[src/hdl/htip_pkg.sv]
// Shared types, codes and character helpers of the hex text image parser.
package htip_pkg;

	typedef struct packed {
		logic [7:0] character;
		logic       end_of_input;
	} item_t;

	typedef struct packed {
		logic [1:0]  kind;
		logic [31:0] byte_address;
		logic [7:0]  data_byte;
		logic        last_of_line;
		logic        file_done;
	} result_t;

	localparam logic [1:0] K_DATA   = 2'd0;
	localparam logic [1:0] K_END    = 2'd1;
	localparam logic [1:0] K_DIGITS = 2'd2;
	localparam logic [1:0] K_BYTES  = 2'd3;

	localparam logic [1:0] ERR_NONE = 2'd0;

	localparam logic [7:0] CH_AT      = 8'h40;
	localparam logic [7:0] CH_NEWLINE = 8'h0A;

	typedef enum logic [2:0] {
		PH_START,
		PH_AT,
		PH_HEX,
		PH_TRAIL,
		PH_FAIL
	} addr_phase_t;

	typedef enum logic [1:0] {
		S_IDLE,
		S_CLOSE,
		S_DECIDE,
		S_EMIT
	} ctrl_state_t;

	typedef struct packed {
		logic       take;
		logic       close;
		logic       commit_addr;
		logic       load_kind;
		logic [1:0] kind;
		logic       set_halt;
		logic       start_read;
		logic       next_read;
		logic       advance;
		logic       end_line;
	} ctrl_cmd_t;

	typedef struct packed {
		logic       halted;
		logic       item_eoi;
		logic       item_newline;
		logic       addr_line;
		logic       data_line;
		logic [1:0] err;
		logic       count_zero;
		logic       emit_last;
		logic       final_line;
		logic       kind_is_data;
	} dp_status_t;

	// Bit 4 flags a hex digit, bits 3:0 hold its value.
	function automatic logic [4:0] hex_digit(input logic [7:0] c);
		logic [4:0] r;
		r = 5'd0;
		if (c >= 8'h30 && c <= 8'h39) begin
			r = {1'b1, 4'(c - 8'h30)};
		end else if (c >= 8'h41 && c <= 8'h46) begin
			r = {1'b1, 4'(c - 8'h37)};
		end else if (c >= 8'h61 && c <= 8'h66) begin
			r = {1'b1, 4'(c - 8'h57)};
		end
		return r;
	endfunction

	function automatic logic is_space(input logic [7:0] c);
		return c == 8'h20 || (c >= 8'h09 && c <= 8'h0D);
	endfunction

endpackage

[src/hdl/htip_ram.sv]
// Generic single-write, single-read RAM with registered read data.
module htip_ram #(
	parameter int WIDTH = 8,
	parameter int DEPTH = 64,
	parameter int AW    = (DEPTH > 1) ? $clog2(DEPTH) : 1
) (
	input  logic             clk,
	input  logic             we,
	input  logic [AW-1:0]    waddr,
	input  logic [WIDTH-1:0] wdata,
	input  logic             re,
	input  logic [AW-1:0]    raddr,
	output logic [WIDTH-1:0] rdata
);

	logic [WIDTH-1:0] mem [DEPTH];
	logic [WIDTH-1:0] rdata_q;

	always_ff @(posedge clk) begin
		if (we) begin
			mem[waddr] <= wdata;
		end
		if (re) begin
			rdata_q <= mem[raddr];
		end
	end

	assign rdata = rdata_q;

endmodule

[src/hdl/htip_datapath.sv]
// Line state, byte buffer, load address and result payload of the parser.
module htip_datapath #(
	parameter int MAX_LINE_BYTES = 64,
	parameter int ADDRESS_BITS   = 32
) (
	input  logic                clk,
	input  logic                arst_n,
	input  htip_pkg::item_t     item,
	input  htip_pkg::ctrl_cmd_t cmd,
	output htip_pkg::dp_status_t status,
	output htip_pkg::result_t   result
);
	import htip_pkg::*;

	localparam int CW = $clog2(MAX_LINE_BYTES + 1);
	localparam int IW = (MAX_LINE_BYTES > 1) ? $clog2(MAX_LINE_BYTES) : 1;
	localparam int AB = ADDRESS_BITS;

	logic [CW-1:0] count_q, n_count;
	logic [7:0]    value_q, n_value;
	logic [1:0]    digits_q, n_digits;
	logic [AB-1:0] load_q, n_load;
	logic [AB-1:0] laddr_q, n_laddr;
	addr_phase_t   phase_q, n_phase;
	logic          is_data_q, n_is_data;
	logic [1:0]    err_q, n_err;
	logic          halted_q, n_halted;
	logic          final_q, n_final;
	logic [1:0]    kind_q, n_kind;
	logic          done_q, n_done;
	logic [IW-1:0] idx_q, n_idx;

	logic          we, re;
	logic [IW-1:0] raddr;
	logic [7:0]    rdata;
	logic          do_close;
	logic [4:0]    hd;
	logic          sp;
	logic          feed;
	logic          emit_last;
	logic [AB-1:0] emit_addr;

	assign hd   = hex_digit(item.character);
	assign sp   = is_space(item.character);
	assign feed = cmd.take && !item.end_of_input && !halted_q;

	always_comb begin
		n_count   = count_q;
		n_value   = value_q;
		n_digits  = digits_q;
		n_load    = load_q;
		n_laddr   = laddr_q;
		n_phase   = phase_q;
		n_is_data = is_data_q;
		n_err     = err_q;
		n_halted  = halted_q;
		n_final   = final_q;
		n_kind    = kind_q;
		n_done    = done_q;
		n_idx     = idx_q;
		we        = 1'b0;
		re        = 1'b0;
		raddr     = idx_q;
		do_close  = 1'b0;

		if (cmd.take) begin
			n_final = item.end_of_input;
		end

		if (feed) begin
			case (phase_q) inside
				PH_START: begin
					n_phase = (item.character == CH_AT) ? PH_AT : PH_FAIL;
				end
				PH_AT, PH_HEX: begin
					if (hd[4]) begin
						n_laddr = {laddr_q[AB-5:0], hd[3:0]};
						n_phase = PH_HEX;
					end else if (sp && phase_q == PH_HEX) begin
						n_phase = PH_TRAIL;
					end else begin
						n_phase = PH_FAIL;
					end
				end
				PH_TRAIL: begin
					if (!sp) begin
						n_phase = PH_FAIL;
					end
				end
				default: begin
				end
			endcase

			if (is_data_q) begin
				if (sp) begin
					do_close = 1'b1;
				end else if (!hd[4]) begin
					n_is_data = 1'b0;
				end else if (err_q == ERR_NONE) begin
					if (digits_q >= 2'd2) begin
						n_err = K_DIGITS;
					end else begin
						n_value  = {value_q[3:0], hd[3:0]};
						n_digits = digits_q + 2'd1;
					end
				end
			end
		end

		if (cmd.close && is_data_q) begin
			do_close = 1'b1;
		end

		if (do_close) begin
			if (digits_q != 2'd0 && err_q == ERR_NONE) begin
				if (count_q >= CW'(MAX_LINE_BYTES)) begin
					n_err = K_BYTES;
				end else begin
					we      = 1'b1;
					n_count = count_q + CW'(1);
				end
			end
			n_digits = 2'd0;
			n_value  = 8'd0;
		end

		if (cmd.commit_addr) begin
			n_load = laddr_q;
		end
		if (cmd.set_halt) begin
			n_halted = 1'b1;
		end
		if (cmd.load_kind) begin
			n_kind = cmd.kind;
			n_done = final_q || cmd.kind == K_DIGITS || cmd.kind == K_BYTES;
		end
		if (cmd.start_read) begin
			n_idx = '0;
			re    = 1'b1;
			raddr = '0;
		end
		if (cmd.next_read) begin
			n_idx = idx_q + IW'(1);
			re    = 1'b1;
			raddr = idx_q + IW'(1);
		end
		if (cmd.advance) begin
			n_load = load_q + AB'(count_q);
		end

		// A line end clears the line; the end of the file, or an end of input
		// that arrives while halted, also clears the load address and the halt flag.
		if (cmd.end_line || (cmd.take && item.end_of_input && halted_q)) begin
			n_count   = '0;
			n_value   = 8'd0;
			n_digits  = 2'd0;
			n_laddr   = '0;
			n_phase   = PH_START;
			n_is_data = 1'b1;
			n_err     = ERR_NONE;
			if (final_q || cmd.take) begin
				n_load   = '0;
				n_halted = 1'b0;
			end
		end
	end

	always_ff @(posedge clk or negedge arst_n) begin
		if (!arst_n) begin
			count_q   <= '0;
			value_q   <= 8'd0;
			digits_q  <= 2'd0;
			load_q    <= '0;
			laddr_q   <= '0;
			phase_q   <= PH_START;
			is_data_q <= 1'b1;
			err_q     <= ERR_NONE;
			halted_q  <= 1'b0;
			final_q   <= 1'b0;
			kind_q    <= K_DATA;
			done_q    <= 1'b0;
			idx_q     <= '0;
		end else begin
			count_q   <= n_count;
			value_q   <= n_value;
			digits_q  <= n_digits;
			load_q    <= n_load;
			laddr_q   <= n_laddr;
			phase_q   <= n_phase;
			is_data_q <= n_is_data;
			err_q     <= n_err;
			halted_q  <= n_halted;
			final_q   <= n_final;
			kind_q    <= n_kind;
			done_q    <= n_done;
			idx_q     <= n_idx;
		end
	end

	htip_ram #(
		.WIDTH(8),
		.DEPTH(MAX_LINE_BYTES)
	) u_buf (
		.clk  (clk),
		.we   (we),
		.waddr(count_q[IW-1:0]),
		.wdata(value_q),
		.re   (re),
		.raddr(raddr),
		.rdata(rdata)
	);

	assign emit_last = (kind_q != K_DATA) || (CW'(idx_q) == count_q - CW'(1));
	assign emit_addr = load_q + AB'(idx_q);

	assign result.kind         = kind_q;
	assign result.byte_address = (kind_q == K_DATA) ? 32'(emit_addr) : 32'd0;
	assign result.data_byte    = (kind_q == K_DATA) ? rdata : 8'd0;
	assign result.last_of_line = emit_last;
	assign result.file_done    = emit_last && done_q;

	assign status.halted       = halted_q;
	assign status.item_eoi     = item.end_of_input;
	assign status.item_newline = item.character == CH_NEWLINE;
	assign status.addr_line    = phase_q == PH_HEX || phase_q == PH_TRAIL;
	assign status.data_line    = is_data_q;
	assign status.err          = err_q;
	assign status.count_zero   = count_q == '0;
	assign status.emit_last    = emit_last;
	assign status.final_line   = final_q;
	assign status.kind_is_data = kind_q == K_DATA;

endmodule

[src/hdl/htip_ctrl.sv]
// Sequencing state machine: takes characters, closes lines and paces result beats.
module htip_ctrl (
	input  logic                 clk,
	input  logic                 arst_n,
	input  logic                 item_valid,
	input  logic                 result_ready,
	input  htip_pkg::dp_status_t status,
	output htip_pkg::ctrl_cmd_t  cmd,
	output logic                 item_ready,
	output logic                 result_valid
);
	import htip_pkg::*;

	ctrl_state_t state_q, state_n;

	always_ff @(posedge clk or negedge arst_n) begin
		if (!arst_n) begin
			state_q <= S_IDLE;
		end else begin
			state_q <= state_n;
		end
	end

	always_comb begin
		state_n = state_q;
		unique case (state_q)
			S_IDLE: begin
				if (item_valid && !status.halted && (status.item_eoi || status.item_newline)) begin
					state_n = S_CLOSE;
				end
			end
			S_CLOSE: begin
				state_n = S_DECIDE;
			end
			S_DECIDE: begin
				if (status.addr_line) begin
					state_n = status.final_line ? S_EMIT : S_IDLE;
				end else if (status.data_line && (status.err != ERR_NONE || !status.count_zero)) begin
					state_n = S_EMIT;
				end else begin
					state_n = status.final_line ? S_EMIT : S_IDLE;
				end
			end
			S_EMIT: begin
				if (result_ready && status.emit_last) begin
					state_n = S_IDLE;
				end
			end
			default: begin
				state_n = S_IDLE;
			end
		endcase
	end

	always_comb begin
		cmd          = '0;
		item_ready   = 1'b0;
		result_valid = 1'b0;
		unique case (state_q)
			S_IDLE: begin
				item_ready = 1'b1;
				cmd.take   = item_valid;
			end
			S_CLOSE: begin
				cmd.close = 1'b1;
			end
			S_DECIDE: begin
				if (status.addr_line) begin
					cmd.commit_addr = 1'b1;
					if (status.final_line) begin
						cmd.load_kind = 1'b1;
						cmd.kind      = K_END;
					end else begin
						cmd.end_line = 1'b1;
					end
				end else if (status.data_line && status.err != ERR_NONE) begin
					cmd.load_kind = 1'b1;
					cmd.kind      = status.err;
					cmd.set_halt  = 1'b1;
				end else if (status.data_line && !status.count_zero) begin
					cmd.load_kind  = 1'b1;
					cmd.kind       = K_DATA;
					cmd.start_read = 1'b1;
				end else if (status.final_line) begin
					cmd.load_kind = 1'b1;
					cmd.kind      = K_END;
				end else begin
					cmd.end_line = 1'b1;
				end
			end
			S_EMIT: begin
				result_valid = 1'b1;
				if (result_ready) begin
					if (status.emit_last) begin
						cmd.end_line = 1'b1;
						cmd.advance  = status.kind_is_data;
					end else begin
						cmd.next_read = 1'b1;
					end
				end
			end
			default: begin
			end
		endcase
	end

endmodule

[src/hdl/hex_text_image_parser_top.sv]
// Top level of the hex text image parser: controller plus datapath.
// Characters that do not end a line are taken back to back while the controller is idle.
// A newline or end of input, unless halted, moves through S_CLOSE and S_DECIDE to close and sort
// the line, then S_EMIT gives one result beat per cycle while result_ready is high, data beats
// read from the line buffer RAM port.
// Reset is asynchronous and clears all control state; the line buffer needs no clearing.
module hex_text_image_parser_top #(
	parameter int MAX_LINE_BYTES = 64,
	parameter int ADDRESS_BITS   = 32
) (
	input  logic              clk,
	input  logic              arst_n,
	input  logic              item_valid,
	output logic              item_ready,
	input  htip_pkg::item_t   item,
	output logic              result_valid,
	input  logic              result_ready,
	output htip_pkg::result_t result
);
	import htip_pkg::*;

	ctrl_cmd_t  cmd;
	dp_status_t status;

	htip_ctrl u_ctrl (
		.clk         (clk),
		.arst_n      (arst_n),
		.item_valid  (item_valid),
		.result_ready(result_ready),
		.status      (status),
		.cmd         (cmd),
		.item_ready  (item_ready),
		.result_valid(result_valid)
	);

	htip_datapath #(
		.MAX_LINE_BYTES(MAX_LINE_BYTES),
		.ADDRESS_BITS  (ADDRESS_BITS)
	) u_datapath (
		.clk   (clk),
		.arst_n(arst_n),
		.item  (item),
		.cmd   (cmd),
		.status(status),
		.result(result)
	);

endmodule

[config.mk]
export PLATFORM = sky130hd
export DESIGN_NAME = hex_text_image_parser_top
export DESIGN_NICKNAME = d
export VERILOG_FILES = /design/src/hdl/htip_pkg.sv /design/src/hdl/htip_ram.sv /design/src/hdl/htip_datapath.sv /design/src/hdl/htip_ctrl.sv /design/src/hdl/hex_text_image_parser_top.sv
export SDC_FILE = /design/constraint.sdc
export NUM_CORES = 1
export LEC_CHECK = 0
export BUFFER_PORTS_ARGS = -buffer_cell sky130_fd_sc_hd__buf_2
export CAP_MARGIN = 20
export CORE_MARGIN = 2
export CORE_UTILIZATION = 25
export CTS_CLUSTER_DIAMETER = 40
export DETAILED_ROUTE_END_ITERATION = 8
export GPL_ROUTABILITY_DRIVEN = 0
export PLACE_DENSITY = 0.51
export SLEW_MARGIN = 30
export SYNTH_ARGS = -nofsm -noshare
export SYNTH_HDL_FRONTEND = slang
export SYNTH_SLANG_ARGS = --single-unit
[constraint.sdc]
create_clock -name clk -period 3.54 [get_ports clk]
set_input_delay 0.177 -clock clk [delete_from_list [all_inputs] [get_ports clk]]
set_output_delay 0.177 -clock clk [all_outputs]
set_load 0.05 [all_outputs]
# Word level (Yosys, flattened, before mapping)
# Memory sizes are Yosys's and may differ from the RTL's. A register that Yosys moved wholly into a read port is not among the register bits.
# Cells that the tools add are included.
[op_classes]
add_sub_neg = 9
order_cmp = 10
eq_ne = 19
n_mux = 103
reduce_logical = 54
[op_table]
columns = ["op", "count"]
rows = [
  ["$mux 32", 10],
  ["$mux 8", 9],
  ["$mux 2", 26],
  ["$mux 3", 14],
  ["$add 32x6->32", 1],
  ["$add 32x7->32", 1],
  ["$mux 1", 32],
  ["$mux 7", 4],
  ["$logic_and 1x1->1", 18],
  ["$mux 6", 3],
  ["$ge 8x7->1 const B", 2],
  ["$le 8x7->1 const B", 2],
  ["$reduce_bool 2->1", 8],
  ["$mux 5", 3],
  ["$reduce_bool 3->1", 4],
  ["$logic_or 1x1->1", 9],
  ["$eq 2x2->1 const B", 4],
  ["$eq 8x4->1 const B", 1],
  ["$eq 8x6->1 const B", 1],
  ["$eq 8x7->1 const B", 1],
  ["$ge 8x4->1 const B", 1],
  ["$ge 8x6->1 const B", 1],
  ["$le 8x4->1 const B", 1],
  ["$le 8x6->1 const B", 1],
  ["other kinds (28)", 38],
]
[totals]
regBits = 100
mem_bits_rw = 512
input_bits = 13
n_memories = 1
[mem_list]
columns = ["memory", "words", "word_bits", "read_ports", "rd_ports_with_merged_regs", "wr", "line_no", "text"]
rows = [
  ["u_datapath.u_buf.mem", 64, 8, 1, 1, 1, "htip_ram.sv:16", "logic [WIDTH-1:0] mem [DEPTH];"],
]

# Logic depth before layout (Yosys ltp)
[depth]
depth_word = 13
mapped_depth = 19

# Modules after synthesis
# From an unflattened synthesis, not the netlist that was laid out.
[unflattened]
hier_cells = 1744
area_unflattened_um2 = 27122.3
[by_module_without_submodules]
columns = ["mod", "instances", "cells_each", "area_per_inst_um2"]
rows = [
  ["htip_ram", 1, 940, 20246.9],
  ["htip_datapath", 1, 766, 6607.6],
  ["htip_ctrl", 1, 38, 267.8],
]

# Least setup slack after synthesis
# OpenSTA, ideal clock, no wires.
[synth_timing]
kind = "register to register"
startpoint = "register u_ctrl.state_q[1]"
endpoint = "memory u_datapath.u_buf.mem[30][0] (enable)"
setup_time_ns = 0.370
arrival_ns = 3.716
required_ns = 3.170
path_slack_ns = -0.546
path_stages_with_launch = 11
n_path_buf = 1
period_less_slack_ns = 4.086
path_cell_list = "dfrtp_1 -> nor2_1 -> nand2_1 -> or3_1 -> clkbuf_1 -> nor3_1 -> o21ai_0 -> nor4_1 -> nor2b_1 -> nand3_1 -> nor2_1"
[synth_between]
elab_chain_len = 9
elab_cells_between_ends = 12
cone_classes = "eq/ne (1); mux (7); reduce/logical (4)"
[synth_lines]
columns = ["element", "line_no", "text"]
rows = [
  ["from (decl)", "htip_ctrl.sv:14", "ctrl_state_t state_q, state_n;"],
  ["from (signal assigned)", "htip_ctrl.sv:20", "state_q <= state_n;"],
  ["$logic_not 2->1", "htip_ctrl.sv:59", "unique case (state_q)"],
  ["$mux 1", "htip_ctrl.sv:59", ""],
  ["$logic_and 1x1->1 (2 in a row)", "htip_datapath.sv:45", "assign feed = cmd.take && !item.end_of_input && !halted_q;"],
  ["$mux 1", "htip_datapath.sv:70", "if (feed) begin"],
  ["$mux 1 *", "htip_datapath.sv:110", "if (cmd.close && is_data_q) begin"],
  ["$mux 1 *", "htip_datapath.sv:114", "if (do_close) begin"],
  ["$mux 1 *", "htip_ram.sv:20", "if (we) begin"],
  ["$mux 1 (implied by the code) *", "htip_ram.sv:21", "mem[waddr] <= wdata;"],
  ["to (decl)", "htip_ram.sv:16", ""],
]
# Mark *: on every way between the ends. The rest lies on a longest branch, timed or not.

# Worst setup path in the final report
[layout_timing]
startpoint = "register u_datapath.count_q[1]"
endpoint = "register u_datapath.u_buf.rdata_q[7], in the netlist u_datapath.u_buf.rdata[7], read port of u_datapath.u_buf.mem (data pin)"
[layout_between]
elab_chain_len = 9
elab_cells_between_ends = 17
cone_classes = "add/sub (1); eq/ne (1); mux (11); reduce/logical (4)"
[layout_lines]
columns = ["element", "line_no", "text"]
rows = [
  ["from (decl)", "htip_datapath.sv:19", "logic [CW-1:0] count_q, n_count;"],
  ["from (signal assigned)", "htip_datapath.sv:184", "count_q <= n_count;"],
  ["parallel branches: the longest is 9 deep, another holds $sub 7x1->7", "n/a", ""],
  ["to (decl)", "htip_ram.sv:17", "logic [WIDTH-1:0] rdata_q;"],
]
# Parallel ways; which one is timed is not known.
# A chain may end at the register's enable or synchronous reset.

==> flow_summary.ini <==
[clocking]
htreeDepth = 3
cts_buffer_depth = 3
clkLatencyLatePin_ns = 0.65
cts_tree = yes
clk_pin_slew_ns = 0.06
root_buffer = clkbuf_16
cts_buffers = 91
clkSinkCount = 620

[synth]
synth_compound_area_share_pct = 8.473
synth_top_area_cell = edfxtp_1
synth-xor-area-share_pct = 1.551
syn_inst = 2022
yosys.area.top_type_share_pct = 57.60
synthAdderAreaFrac_pct = 1.255
async_flop_share_pct = 16.13
synthMuxAreaShare_pct = 8.289
ys_warn_count = 0
synth.net_count = 2061
yosysSeqAreaShare_pct = 66.83
synth_simple_gate_area_share_pct = 11.09
synth-edff-count = 520
yosys-top-cells-area = edfxtp_1 (58%), dfrtp_1 (9.1%), mux2i_1 (5.1%), nand2_1 (3.4%), mux4_2 (2.5%)
syn-cell-area_um2 = 27110
synth-seq-cells = 620
synth_top_family_by_area = simple AND/OR/NAND/NOR gates
yosysUniqueCellTypes = 79
syn_avg_cell_area_um2 = 13.41
ys.flop_type = edfxtp_1

[global_routing]
grt_pass1_wl_um = 116300
global_route.usage.met1_pct = 17.38
grt_use_total_pct = 13.81
grt_pass1_vias = 18330
grtUsageMet3_pct = 2.116
grt.busiest_layer = met2
grt_max_degree = 67
grt_overflow = 0
antenna_found_initial = 2
grt.met2_usage_pct = 24.13

[routing]
via_per_inst = 4.766
drc = 0
first_pass_iters = 5
ant_nets = 0
route.detailed.wl_per_inst_um = 20.42
routed_wl_um = 78660
drt_iter0_drc = 1410
via_count = 18360

[timing]
finClkSkew_ns = 0.03614
finalSetupViolations = 14
relSlewSlack_pct = 36.25
grt_setup_unrepaired = true
finalHoldViolations = 0
period_share_pct = 106.2
finalWorstPathRequiredPeriod_ns = 3.758
finalSetupTns_ns = -1.836
fmax_mhz = 266.1
slew_violations = 0
worst_slew_pin_slew_ns = 0.9535
setup_ws_ns = -0.2184

[pwr]
peakVddDrop_uv = 403.2
leakagePower_nw = 14.10
finalPower_w = 0.02385
power_density_nw_per_um2 = 671.0

[finish]
n_antenna_cell = 0
layout-drive-gt1-share_pct = 29.60
fillers = 10350
syn_to_final_growth_pct = 31.10
num-nets-final = 2410
final_common_cell = edfxtp_1
mostFrequentLayoutCells = edfxtp_1 (520), buf_4 (275), nand2_1 (241)

[critical_path]
end_kind = flop
cpPeakStageDelay_ns = 0.45
path_max_fanout = 7
cp_cell_sequence = or3_4, xor2_1, nand4_1, a31oi_4, or3_4, and2_4, buf_12, buf_12, clkbuf_16, mux2i_1, o22ai_2, o21ai_1, buf_4, nor4bb_4, nand4_1
start_kind = flop
cp_data_arrival_time_ns = 4.13
critical_path_class = flop to flop
cp.required_ns = 3.91
cp_slowest_cell = or3_4

[status]
violations = setup timing
status = finished with violations

[job]
cap_violations = 0

[worst_hold_path]
worstHoldPathType = input pin to flop

[die]
die_x_um = 333.3
dieArea_um2 = 111100
core_area_um2 = 107400
rows = 120
die_y_um = 333.3
io_pins = 59
start_util_pct = 25.25

[placed_design]
port_buffers = 58
dp_hpwl_um = 52420
-- timing repair --
| action | 4_1_cts | 5_1_grt |
|---|---|---|
| hold buffers | 4 | 0 |
| pin swaps | 35 | 52 |
| cloned | 1 | 2 |
| gates resized for setup | 119 | 98 |
| hold endpoints to repair | 59 | 0 |
| setup buffers | 26 | 32 |
| endpoints found under the setup margin | 31 | 111 |
-- synth_stat cells (all sizes together), types with 7 or more instances --
cell and number:
edfxtp 520, nand2 245, nor2 169, mux2i 139, dfrtp 99, a21oi 80
clkbuf 70, o21ai 57, buf 55, o22ai 48, nand3 47, and3 41
mux4 30, xor2 26, a211oi 25, ha 24, nand4 24, nor3 24
a311oi 23, a31oi 23, inv 23, xnor2 22, or3 20, and2 19
mux2 16, nor2b 15, o21bai 13, a22oi 10, nand2b 10, nor4 8
o31a 8, o41ai 8, a221oi 7, nor4bb 7, or2 7
-- power breakdown --
part | leakage, nW | switching, W | internal, W
sequential | 6.96 | 0.000285 | 0.00807
clock | 1.52 | 0.00352 | 0.00575
combinational | 5.62 | 0.00349 | 0.00274
total | 14.1 | 0.00729 | 0.0166
-- flip-flops by register name (all words and copies together), names as in the netlist --
name                    cells
u_datapath.u_buf.mem      512
u_datapath.laddr_q         32
u_datapath.load_q          32
u_datapath.u_buf.rdata      8
u_datapath.value_q          8
u_datapath.count_q          7
u_datapath.idx_q            6
u_datapath.phase_q          3
u_ctrl.state_q              2
u_datapath.digits_q         2
u_datapath.err_q            2
u_datapath.kind_q           2
u_datapath.done_q           1
u_datapath.final_q          1
u_datapath.halted_q         1
u_datapath.is_data_q        1
-- through the flow --
stage	cell area [um^2]	util (%)	std cells	setup slack (ns)	hold slack [ns]
after floorplan	27160	-	2022	0.01027	-0.1186
after global placement	30810	28.70	3616	-0.7236	0.3065
after detailed placement	30810	28.70	3616	-0.7818	0.3267
after CTS	34790	32.41	3818	-0.2449	0.0009487
after global routing	35540	33.11	3852	-0.3243	0.03032
final	35540	33.11	3852	-0.2184	0.03175
-- final cells by class --
class / count / area [um^2] / share of cell area (%)
multi-input combinational: 1253 / 9092 / 25.58
sequential: 620 / 18140 / 51.05
clock inverter: 68 / 752.0 / 2.116
timing repair buffer: 381 / 3272 / 9.205
inverter: 24 / 100.1 / 0.2816
tap: 1403 / 1755 / 4.939
clock buffer: 103 / 2427 / 6.829
-- layer usage --
metal  part of all wire, %  vias to the layer above
li1                      -                     8363
met1                    42                     9314
met2                    50                      557
met3                   5.2                      123
met4                   2.6                        0
met5                     0                        -
-- worst paths after layout --
kind / start / endpoint / slack (ns) / depth (start not counted)
max: u_datapath.count_q[1] / u_datapath.u_buf.rdata[7] / -0.22 / 15
min: item[0] / u_datapath.err_q[1] / 0.03 / 3
max reg2reg: u_datapath.count_q[1] / u_datapath.u_buf.rdata[7] / -0.22 / 15
min reg2reg: u_datapath.laddr_q[31] / u_datapath.laddr_q[31] / 0.54 / 2
max in group asynchronous: arst_n / u_datapath.laddr_q[20] / 2.63 / 3
min in group asynchronous: arst_n / u_datapath.laddr_q[21] / 0.17 / 2
-- critical path, delay by kind of cell (launching register included) --
kind	cells	cell delay, ns
and+or+nand+nor	6	1.65
buffers and inverters	4	0.57
AOI/OAI and AO/OA	3	0.46
DFF	1	0.42
muxes	1	0.19
xor gates and xnor gates	1	0.17
-- cells by family after synthesis --
family / count (synthesis)
AOI/OAI and AO/OA: 346
xor gates and xnor gates: 48
adders and majority gates: 26
buffers and inverters: 149
DFF: 620
muxes: 185
and+or+nand+nor: 648
Power figures use the tool's default switching activity.
